File: src/gzip_header_parser_top_defines.svh
// Assertion macros shared by the gzip header parser RTL.
// Depends on a clock named i_clk and an active-low reset named i_rst_n in scope.
`ifndef GZIP_HEADER_PARSER_TOP_DEFINES_SVH
`define GZIP_HEADER_PARSER_TOP_DEFINES_SVH

// same-cycle implication
`define GZHP_ASSERT_NOW(label, ante, cons, msg) \
    label: assert property (@(posedge i_clk) disable iff (!i_rst_n) (ante) |-> (cons)) \
        else $error(msg);

// next-cycle implication
`define GZHP_ASSERT_NEXT(label, ante, cons, msg) \
    label: assert property (@(posedge i_clk) disable iff (!i_rst_n) (ante) |=> (cons)) \
        else $error(msg);

`endif

File: src/gzhp_pkg.sv
// Types, constants and helper functions for the gzip member header parser.
// No dependencies.
package gzhp_pkg;

    typedef enum logic [3:0] {
        PH_ID1     = 4'd0,
        PH_ID2     = 4'd1,
        PH_CM      = 4'd2,
        PH_FLG     = 4'd3,
        PH_MTIME   = 4'd4,
        PH_XFL     = 4'd5,
        PH_OS      = 4'd6,
        PH_XLEN    = 4'd7,
        PH_EXTRA   = 4'd8,
        PH_NAME    = 4'd9,
        PH_COMMENT = 4'd10,
        PH_HCRC    = 4'd11,
        PH_DONE    = 4'd12,
        PH_ERR     = 4'd13
    } t_phase;

    localparam logic [7:0]  GZ_ID1       = 8'h1f;
    localparam logic [7:0]  GZ_ID2       = 8'h8b;
    localparam logic [7:0]  GZ_DEFLATE   = 8'h08;
    localparam logic [7:0]  FL_RESERVED  = 8'he0;
    localparam int          FL_BIT_TEXT    = 0;
    localparam int          FL_BIT_HCRC    = 1;
    localparam int          FL_BIT_EXTRA   = 2;
    localparam int          FL_BIT_NAME    = 3;
    localparam int          FL_BIT_COMMENT = 4;
    localparam logic [31:0] CRC_POLY     = 32'hedb88320;

    localparam logic [2:0] ST_BUSY     = 3'd0;
    localparam logic [2:0] ST_DONE     = 3'd1;
    localparam logic [2:0] ST_BAD_ID1  = 3'd2;
    localparam logic [2:0] ST_BAD_ID2  = 3'd3;
    localparam logic [2:0] ST_BAD_CM   = 3'd4;
    localparam logic [2:0] ST_RSV_FLAG = 3'd5;
    localparam logic [2:0] ST_BAD_HCRC = 3'd6;

    typedef struct packed {
        logic [7:0] hdr_byte;
        logic       restart;
    } t_in_beat;

    typedef struct packed {
        logic [2:0]  status;
        logic        name_valid;
        logic [7:0]  name_char;
        logic [31:0] mod_time;
        logic        text_flag;
        logic [7:0]  os_code;
        logic [15:0] header_crc;
    } t_result;

    // reflected CRC-32 update by one byte, preset and final inversion
    function automatic logic [31:0] crc32_byte(input logic [31:0] crc, input logic [7:0] b);
        logic [31:0] c;
        c = ~crc ^ {24'd0, b};
        for (int i = 0; i < 8; i++) begin
            c = c[0] ? ((c >> 1) ^ CRC_POLY) : (c >> 1);
        end
        return ~c;
    endfunction

    // first enabled optional section at or after 'from', else done
    function automatic t_phase pick_next(input t_phase from, input logic [7:0] flags);
        t_phase p;
        if (from <= PH_XLEN && flags[FL_BIT_EXTRA]) begin
            p = PH_XLEN;
        end else if (from <= PH_NAME && flags[FL_BIT_NAME]) begin
            p = PH_NAME;
        end else if (from <= PH_COMMENT && flags[FL_BIT_COMMENT]) begin
            p = PH_COMMENT;
        end else if (from <= PH_HCRC && flags[FL_BIT_HCRC]) begin
            p = PH_HCRC;
        end else begin
            p = PH_DONE;
        end
        return p;
    endfunction

endpackage

File: src/gzhp_in_stage.sv
// Input register of the gzip header parser: holds one stream beat.
// Depends on gzhp_pkg.
module gzhp_in_stage (
    input  logic              i_clk,
    input  logic              i_rst_n,
    input  logic              i_valid,
    output logic              o_ready,
    input  gzhp_pkg::t_in_beat i_beat,
    output logic              o_valid,
    output gzhp_pkg::t_in_beat o_beat,
    input  logic              i_advance
);
    import gzhp_pkg::*;

    logic     r_valid;
    t_in_beat r_beat;

    assign o_ready = !r_valid || i_advance;
    assign o_valid = r_valid;
    assign o_beat  = r_beat;

    always_ff @(posedge i_clk) begin
        if (!i_rst_n) begin
            r_valid <= 1'b0;
        end else if (o_ready) begin
            r_valid <= i_valid;
        end
    end

    always_ff @(posedge i_clk) begin
        if (o_ready && i_valid) begin
            r_beat <= i_beat;
        end
    end

endmodule

File: src/gzhp_core.sv
// Header state machine and running CRC of the gzip header parser.
// Depends on gzhp_pkg and gzip_header_parser_top_defines.svh.
module gzhp_core (
    input  logic               i_clk,
    input  logic               i_rst_n,
    input  logic               i_fire,
    input  gzhp_pkg::t_in_beat i_beat,
    output gzhp_pkg::t_result  o_result
);
    import gzhp_pkg::*;
    `include "gzip_header_parser_top_defines.svh"

    t_phase      r_phase, n_phase, c_phase;
    logic [1:0]  r_cnt, n_cnt, c_cnt;
    logic [2:0]  r_err, n_err;
    logic [15:0] r_xlen, n_xlen, c_xlen, xlen_dec;
    logic [7:0]  r_flags, n_flags, c_flags;
    logic [31:0] r_time, n_time, c_time;
    logic [7:0]  r_os, n_os, c_os;
    logic [31:0] r_crc, n_crc, c_crc, crc_upd;
    logic [7:0]  r_chk, n_chk, c_chk;
    logic [7:0]  b;
    logic        name_vld;
    logic [2:0]  status;

    assign b       = i_beat.hdr_byte;
    assign crc_upd = crc32_byte(c_crc, b);

    always_ff @(posedge i_clk) begin
        if (!i_rst_n) begin
            r_phase <= PH_ID1;
            r_cnt   <= 2'd0;
            r_err   <= ST_BUSY;
            r_xlen  <= 16'd0;
            r_flags <= 8'd0;
            r_time  <= 32'd0;
            r_os    <= 8'd0;
            r_crc   <= 32'd0;
            r_chk   <= 8'd0;
        end else if (i_fire) begin
            r_phase <= n_phase;
            r_cnt   <= n_cnt;
            r_err   <= n_err;
            r_xlen  <= n_xlen;
            r_flags <= n_flags;
            r_time  <= n_time;
            r_os    <= n_os;
            r_crc   <= n_crc;
            r_chk   <= n_chk;
        end
    end

    always_comb begin
        // restart beat starts from the reset state
        c_phase = i_beat.restart ? PH_ID1 : r_phase;
        c_cnt   = i_beat.restart ? 2'd0   : r_cnt;
        c_xlen  = i_beat.restart ? 16'd0  : r_xlen;
        c_flags = i_beat.restart ? 8'd0   : r_flags;
        c_time  = i_beat.restart ? 32'd0  : r_time;
        c_os    = i_beat.restart ? 8'd0   : r_os;
        c_crc   = i_beat.restart ? 32'd0  : r_crc;
        c_chk   = i_beat.restart ? 8'd0   : r_chk;

        n_phase  = c_phase;
        n_cnt    = c_cnt;
        n_err    = r_err;
        n_xlen   = c_xlen;
        n_flags  = c_flags;
        n_time   = c_time;
        n_os     = c_os;
        n_crc    = c_crc;
        n_chk    = c_chk;
        name_vld = 1'b0;
        xlen_dec = (c_xlen != 16'd0) ? c_xlen - 16'd1 : 16'd0;

        case (c_phase)
            PH_ID1: begin
                n_crc = crc_upd;
                n_cnt = 2'd0;
                if (b != GZ_ID1) begin
                    n_phase = PH_ERR;
                    n_err   = ST_BAD_ID1;
                end else begin
                    n_phase = PH_ID2;
                end
            end
            PH_ID2: begin
                n_crc = crc_upd;
                n_cnt = 2'd0;
                if (b != GZ_ID2) begin
                    n_phase = PH_ERR;
                    n_err   = ST_BAD_ID2;
                end else begin
                    n_phase = PH_CM;
                end
            end
            PH_CM: begin
                n_crc = crc_upd;
                n_cnt = 2'd0;
                if (b != GZ_DEFLATE) begin
                    n_phase = PH_ERR;
                    n_err   = ST_BAD_CM;
                end else begin
                    n_phase = PH_FLG;
                end
            end
            PH_FLG: begin
                n_crc   = crc_upd;
                n_flags = b;
                n_cnt   = 2'd0;
                if ((b & FL_RESERVED) != 8'd0) begin
                    n_phase = PH_ERR;
                    n_err   = ST_RSV_FLAG;
                end else begin
                    n_phase = PH_MTIME;
                end
            end
            PH_MTIME: begin
                n_crc  = crc_upd;
                n_time = c_time | ({24'd0, b} << {c_cnt, 3'b000});
                n_cnt  = c_cnt + 2'd1;
                if (c_cnt == 2'd3) begin
                    n_phase = PH_XFL;
                end
            end
            PH_XFL: begin
                n_crc   = crc_upd;
                n_cnt   = 2'd0;
                n_phase = PH_OS;
            end
            PH_OS: begin
                n_crc   = crc_upd;
                n_os    = b;
                n_cnt   = 2'd0;
                n_phase = pick_next(PH_XLEN, c_flags);
            end
            PH_XLEN: begin
                n_crc = crc_upd;
                if (c_cnt == 2'd0) begin
                    n_xlen = {8'd0, b};
                    n_cnt  = 2'd1;
                end else begin
                    n_xlen  = {b, c_xlen[7:0]};
                    n_cnt   = 2'd0;
                    n_phase = ({b, c_xlen[7:0]} != 16'd0) ? PH_EXTRA
                                                           : pick_next(PH_NAME, c_flags);
                end
            end
            PH_EXTRA: begin
                n_crc  = crc_upd;
                n_xlen = xlen_dec;
                if (xlen_dec == 16'd0) begin
                    n_cnt   = 2'd0;
                    n_phase = pick_next(PH_NAME, c_flags);
                end
            end
            PH_NAME: begin
                n_crc = crc_upd;
                if (b != 8'd0) begin
                    name_vld = 1'b1;
                end else begin
                    n_cnt   = 2'd0;
                    n_phase = pick_next(PH_COMMENT, c_flags);
                end
            end
            PH_COMMENT: begin
                n_crc = crc_upd;
                if (b == 8'd0) begin
                    n_cnt   = 2'd0;
                    n_phase = pick_next(PH_HCRC, c_flags);
                end
            end
            PH_HCRC: begin
                // check bytes stay out of the CRC
                if (c_cnt == 2'd0) begin
                    n_chk = b;
                    n_cnt = 2'd1;
                end else begin
                    n_cnt = 2'd0;
                    if ({b, c_chk} == c_crc[15:0]) begin
                        n_phase = PH_DONE;
                    end else begin
                        n_phase = PH_ERR;
                        n_err   = ST_BAD_HCRC;
                    end
                end
            end
            default: begin
            end
        endcase

        case (n_phase)
            PH_DONE: status = ST_DONE;
            PH_ERR:  status = n_err;
            default: status = ST_BUSY;
        endcase

        o_result.status     = status;
        o_result.name_valid = name_vld;
        o_result.name_char  = name_vld ? b : 8'd0;
        o_result.mod_time   = n_time;
        o_result.text_flag  = n_flags[FL_BIT_TEXT];
        o_result.os_code    = n_os;
        o_result.header_crc = n_crc[15:0];
    end

    `GZHP_ASSERT_NOW(a_err_code_range, r_phase == PH_ERR,
        r_err == ST_BAD_ID1 || r_err == ST_BAD_ID2 || r_err == ST_BAD_CM ||
        r_err == ST_RSV_FLAG || r_err == ST_BAD_HCRC, "error phase holds a bad code")
    `GZHP_ASSERT_NEXT(a_sticky_end,
        i_fire && !i_beat.restart && (r_phase == PH_DONE || r_phase == PH_ERR),
        $stable(r_crc) && $stable(r_phase), "state moved after done or error")

endmodule

File: src/gzhp_out_stage.sv
// Result register of the gzip header parser, output side of the stream.
// Depends on gzhp_pkg.
module gzhp_out_stage (
    input  logic              i_clk,
    input  logic              i_rst_n,
    input  logic              i_valid,
    input  gzhp_pkg::t_result i_result,
    output logic              o_advance,
    output logic              o_valid,
    input  logic              i_ready,
    output gzhp_pkg::t_result o_result
);
    import gzhp_pkg::*;

    logic    r_valid;
    t_result r_result;

    assign o_advance = !r_valid || i_ready;
    assign o_valid   = r_valid;
    assign o_result  = r_result;

    always_ff @(posedge i_clk) begin
        if (!i_rst_n) begin
            r_valid <= 1'b0;
        end else if (o_advance) begin
            r_valid <= i_valid;
        end
    end

    always_ff @(posedge i_clk) begin
        if (o_advance && i_valid) begin
            r_result <= i_result;
        end
    end

endmodule

File: src/gzip_header_parser_top.sv
// Top level of the gzip member header parser: input register, parser core, result register.
// Depends on gzhp_pkg, gzhp_in_stage, gzhp_core, gzhp_out_stage and the defines header.
//
//  channel  | dir | tdata                                   | tuser
//  s_axis   | in  | [7:0] hdr_byte                          | restart
//  m_axis   | out | [2:0] status, [10:3] name_char,         | name_valid
//           |     | [42:11] mod_time, [43] text_flag,       |
//           |     | [51:44] os_code, [67:52] header_crc     |
//
// One result beat per input beat; a beat can be taken every cycle while m_axis accepts results.
// Each beat passes the input register, then the parser logic into the result register.
// The per-byte CRC-32 step and the header state update sit between the two registers.
// i_rst_n is synchronous; it empties both registers and returns to expecting ID1.
// Backpressure on m_axis stalls the whole pipe; no beat is dropped.
module gzip_header_parser_top (
    input  logic        i_clk,
    input  logic        i_rst_n,
    input  logic        s_axis_tvalid,
    output logic        s_axis_tready,
    input  logic [7:0]  s_axis_tdata,   // [7:0] hdr_byte
    input  logic        s_axis_tuser,   // [0] restart
    output logic        m_axis_tvalid,
    input  logic        m_axis_tready,
    output logic [71:0] m_axis_tdata,   // status, name_char, mod_time, text_flag, os_code,
                                        // header_crc, zero pad
    output logic        m_axis_tuser    // [0] name_valid
);
    import gzhp_pkg::*;
    `include "gzip_header_parser_top_defines.svh"

    t_in_beat in_beat, stage_beat;
    t_result  core_result, out_result;
    logic     stage_valid;
    logic     advance;

    assign in_beat.hdr_byte = s_axis_tdata;
    assign in_beat.restart  = s_axis_tuser;

    gzhp_in_stage u_in_stage (
        .i_clk     (i_clk),
        .i_rst_n   (i_rst_n),
        .i_valid   (s_axis_tvalid),
        .o_ready   (s_axis_tready),
        .i_beat    (in_beat),
        .o_valid   (stage_valid),
        .o_beat    (stage_beat),
        .i_advance (advance)
    );

    gzhp_core u_core (
        .i_clk    (i_clk),
        .i_rst_n  (i_rst_n),
        .i_fire   (stage_valid && advance),
        .i_beat   (stage_beat),
        .o_result (core_result)
    );

    gzhp_out_stage u_out_stage (
        .i_clk     (i_clk),
        .i_rst_n   (i_rst_n),
        .i_valid   (stage_valid),
        .i_result  (core_result),
        .o_advance (advance),
        .o_valid   (m_axis_tvalid),
        .i_ready   (m_axis_tready),
        .o_result  (out_result)
    );

    assign m_axis_tdata = {4'd0, out_result.header_crc, out_result.os_code,
                           out_result.text_flag, out_result.mod_time,
                           out_result.name_char, out_result.status};
    assign m_axis_tuser = out_result.name_valid;

    `GZHP_ASSERT_NOW(a_name_while_busy, m_axis_tvalid && m_axis_tuser,
        m_axis_tdata[2:0] == ST_BUSY, "name byte with finished status")
    `GZHP_ASSERT_NOW(a_ready_when_out_free, !m_axis_tvalid, s_axis_tready,
        "input stalled while result register is empty")

endmodule
File: config.mk
export PLATFORM = sky130hd
export DESIGN_NAME = gzip_header_parser_top
export DESIGN_NICKNAME = d
export VERILOG_FILES = /design/src/gzhp_pkg.sv /design/src/gzhp_in_stage.sv /design/src/gzhp_core.sv /design/src/gzhp_out_stage.sv /design/src/gzip_header_parser_top.sv
export VERILOG_INCLUDE_DIRS = /design/src /design/src/src
export SDC_FILE = /design/constraint.sdc
export NUM_CORES = 1
export LEC_CHECK = 0
export ABC_AREA = 0
export BUFFER_PORTS_ARGS = -buffer_cell sky130_fd_sc_hd__clkbuf_2
export CORE_MARGIN = 1
export CORE_UTILIZATION = 25
export DETAILED_ROUTE_END_ITERATION = 8
export PLACE_DENSITY = 0.48
export SLEW_MARGIN = 10
export SYNTH_ARGS = -nofsm -noshare
export SYNTH_HDL_FRONTEND = slang
export SYNTH_SLANG_ARGS = --single-unit
File: constraint.sdc
create_clock -name i_clk -period 9.13 [get_ports i_clk]
set_input_delay 1.3695 -clock i_clk [delete_from_list [all_inputs] [get_ports i_clk]]
set_output_delay 1.3695 -clock i_clk [all_outputs]
set_load 0.02 [all_outputs]
==> out/metrics.sh <==
MAX_CLOCK_FREQ_GHz=0.261
CRITICAL_PATH_LAUNCH_POINT_TYPE='register'
AREA_SHARE_OF_XOR_XNOR_CELLS_IN_THE_SYNTHESIZED_DESIGN_PCT=7.13
GRT_PASS1_VIAS=7873
FIN_NETS=1199
SYNTH_CELL_TYPES=81
SYN-CELL-AREA_SQ_UM=9910
DETAILROUTE.VIA_COUNT=8496
RSZ_0062_RAISED_AFTER_GLOBAL_ROUTING='false'
GRT_FIRST_PASS_WIRELENGTH_MICRONS=47200
FLOORPLAN.ROWS=72
CTSHOLDBUFFERS=0
WORSTPATHCELLLIST='buf_4 > inv_2 > buf_4 > nand2_1 > ha_1 > nor3_2 > nand4_1 > and3_1 > o21ai_0 > a211oi_2 > nor4b_1'
POWER_DENSITY_nW_PER_UM2=190
ROUTE.FINAL.WIRE_LENGTH_MICRONS=30000
HPWLAFTERDP_MICRONS=19100
OUTCOME='complete, no violations'
ANTENNADIODECOUNT=0
POST_SYNTH_FA_HA_MAJ_AREA_FRACTION_PCT=0.505
SYNTH-SEQ-CELLS=190
CLOCK-SINKS=190
N_FILL_CELL=4106
WORST_EP_REQUIRED_TIME_NS=9.34
CTS_REPAIR_RESIZE_COUNT=0
SYNTH-EDFF-COUNT=78
CP.ARRIVAL_NS=4.04
GRTUSAGETOTAL_PCT=15.0
CORE_AREA_SQ_UM=38800
IO_PINS=88
CRITPATHSLOWESTCELL='nor3_2'
POST_CTS_BUFFERS=0
SYNTH_SIMPLE_GATE_AREA_SHARE_PCT=20.4
SYNTH-SEQ-AREA-SHARE_PCT=46.3
HP-CLASS='register to register'
GP_ROUTABILITY_CONGESTION=0.933
CRIT_FAMILY='simple AND/OR/NAND/NOR gates'
COMBINATIONAL_FAMILY_WITH_THE_MOST_AREA_AFTER_SYNTHESIS='simple AND/OR/NAND/NOR gates'
DRV_CAP=0
FINALSETUPTNS_NS=0
PATH_CLASS='register to register'
CP-END-KIND='register'
POSTLAYOUTCELLAREA_SQ_UM=11300
CLOCKBUFFERDEPTH=2
NUMBER_OF_BUFFERS_CREATED_BY_CTS=17
POST_SYNTH_MUX_AREA_SHARE_PCT=0
DRT-PASS1-ITER-COUNT=5
TIMING_MAX_TRANSITION_VIOLATIONS_FINAL=0
SYNTH_CELLS=1157
SLOWEST_DELAY_NS=0.65
VDD.IR_DROP.WORST_V=0.000123
SYNTHTOLAYOUTAREAGROWTH_PCT=14.5
DETAIL_ROUTE.VIAS_PER_CELL=4.96
INITIAL_ANTENNA_VIOLATION_COUNT=0
CLOCK_PIN_SLEW_ON_THE_WORST_SETUP_AND_HOLD_PATHS_NS=0.08
DRTANTENNAVIOLNETS=0
DIEAREA_SQ_UM=40400
POWER.LEAKAGE_nW=3.94
DETAIL_ROUTE.DRC_VIOLATIONS=0
POSTSYNTH.ASYNCRESETSHARE_PCT=0
SYNTH-WARNING-COUNT=0
NUMBER_OF_BUFFERS_AND_INVERTERS_ON_THE_CRITICAL_PATH=3
SYNTH_COMPOUND_GATE_AREA_SHARE_PCT=20.0
CLOCK-SKEW-FINAL_NS=0.0171
SETUP_VIOL_COUNT_FINAL=0
PORT_BUFFER_CELLS=83
GRT_MAX_DEGREE=86
DPL_CELL_AREA_SQ_UM=10700
HOLD_VIOLATIONS=0
INITIAL_CORE_UTIL_PCT=25.5
CRITPATHMAXFANOUT=49
YS_DOMINANT_REG_CELL='dfxtp_1'
TIGHTESTPINTRANSITION_NS=1.02
MAX_SLEW_MARGIN_PCT=32.3
PERIOD_NEEDED_NS=3.83
CPMOSTUSEDCELL='buf_4'
CTS.HTREE.LEVELS=4
POST_SYNTH.CELL_AREA_AVG_SQ_UM=8.56
CLOCK_TREE.ROOT_CELL='clkbuf_16'
CLK_LATENCY_NS=0.46
GRT_OVERFLOW=0
TRITONCTS='yes'
DRTITER0DRC=756
WL_PER_CELL_MICRONS=17.5
POST_ROUTE_CELLS_DRIVE_ABOVE_1_SHARE_PCT=13.0
DIE-WIDTH_MICRONS=201
DIE-HEIGHT_MICRONS=201
RATIO_OF_FINAL_MINIMUM_PERIOD_TO_CLOCK_PERIOD_PCT=41.9
-- cell families after synthesis --
family,Yosys count
compound gates,309
xor+xnor,79
fa+ha+maj,4
buf+inv,140
flops,190
other cells,1
simple gates,434
-- cell type report --
| class | count | area, sq um | share of cell area (%) |
|---|---|---|---|
| well taps | 518 | 648 | 5.71 |
| clock inverters | 15 | 189 | 1.67 |
| inverters | 42 | 160 | 1.41 |
| repair buffers | 101 | 551 | 4.85 |
| clock buffers | 17 | 425 | 3.75 |
| flip-flops and latches | 190 | 4580 | 40.4 |
| multi-input cells | 830 | 4780 | 42.2 |
-- power by group --
part / internal (W) / leakage, nW / switching [W] / total, W
Clock: 0.000396 / 0.297 / 0.000391 / 0.000787
Sequential: 0.000936 / 1.65 / 0.0000387 / 0.000975
Combinational: 0.000143 / 1.99 / 0.000249 / 0.000392
Total: 0.00147 / 3.94 / 0.000679 / 0.00215
-- worst min-delay path: cells and delay by family, from the launching register on --
family	cells	cell delay, ns
buffers and inverters	1	0.05
DFF	1	0.32
AOI/OAI and AO/OA	1	0.05
-- routing by layer --
layer	wire length (microns)	vias up	part of all wire (%)	GRT usage, %
met4	753	0	2.5	5.37
met5	0	-	0	0
met3	1590	52	5.3	2.52
met2	12800	297	43	22.0
li1	-	4109	-	-
met1	14900	4038	50	22.0
-- cell usage after synthesis (5+ instances only) --
cell,instances,area (sq um)
a22o_1,9,78.8
o21a_1,5,37.5
xnor2_1,61,534
nor3_1,30,150
nand2_1,160,601
buf_2,7,35.0
dfxtp_1,112,2240
xor2_1,16,140
nand2b_1,14,87.6
a221oi_1,5,43.8
o21ai_0,78,390
a22oi_1,18,135
and3_1,9,56.3
nand3_1,19,95.1
nor2b_1,16,100
a211oi_1,43,323
buf_1,7,26.3
a31oi_1,12,75.1
buf_4,5,37.5
or3_1,7,43.8
clkbuf_1,77,289
a21oi_1,78,390
nand4_1,7,43.8
o21ai_1,10,50.1
nor2_1,124,465
and2_1,9,56.3
nor4_1,11,68.8
edfxtp_1,78,2340
inv_1,39,146
-- through the flow --
stage          util, %  setup slack, ns  cells  hold WS (ns)  total power [W]
2_1_floorplan        -             4.59   1160         0.424          0.00128
3_3_place_gp      27.6             5.10   1681         0.441          0.00138
3_5_place_dp      27.6             5.13   1681         0.445          0.00138
4_1_cts           29.2             5.26   1713         0.459          0.00218
5_1_grt           29.2             4.89   1713         0.479          0.00225
6_report          29.2             5.30   1713         0.458          0.00215
-- placed cells by master, fill, tap and decap left out, types with 4 or more instances in the layout --
cell       synthesis  routed
nor2_1           124     124
nand3_1           19      19
nor4_1            11      11
nor2b_1           16      16
nand2_1          160     160
inv_8              0       6
a32oi_1            4       4
a31oi_1           12      12
a22oi_1           18      18
clkbuf_16          0      17
xnor2_1           61      61
or3b_1             4       4
a32o_1             4       4
nor3_1            30      30
dfxtp_1          112     112
edfxtp_1          78      78
o22ai_1            4       4
ha_1               4       4
a21oi_1           78      78
nand4_1            7       7
o211a_1            4       4
and2_1             9       9
o21a_1             5       5
nand2b_1          14      13
clkinv_4           0       4
a22o_1             9       9
clkbuf_2           1      83
buf_4              5      18
o21ai_1           10      11
or3_1              7       7
and3_1             9       9
xor2_1            16      16
o21ai_0           78      77
a211oi_1          43      43
conb_1             1       4
a221oi_1           5       5
inv_1             39      37
-- state kept, by name (all words and copies together) (netlist names) --
name                  flops
u_core.r_crc             32
u_core.r_time            32
u_in_stage.o_valid        1
u_in_stage.o_beat         9
u_core.r_cnt              2
u_out_stage.o_result     69
u_core.r_err              3
u_core.r_xlen            16
u_core.r_phase            4
u_out_stage.o_valid       1
u_core.r_os               8
u_core.r_flags            5
u_core.r_chk              8
-- final timing paths --
kind                                      startpoint                       end  slack, ns  cells past startpoint
worst max-delay path            u_in_stage.o_beat[0]  u_out_stage.o_result[67]       5.30                     11
worst min-delay path                 u_core.r_err[2]           u_core.r_err[2]       0.46                      2
worst max register to register  u_in_stage.o_beat[0]  u_out_stage.o_result[67]       5.30                     11
worst min register to register       u_core.r_err[2]           u_core.r_err[2]       0.46                      2
Note: power is estimated with default switching activity, not from simulation.
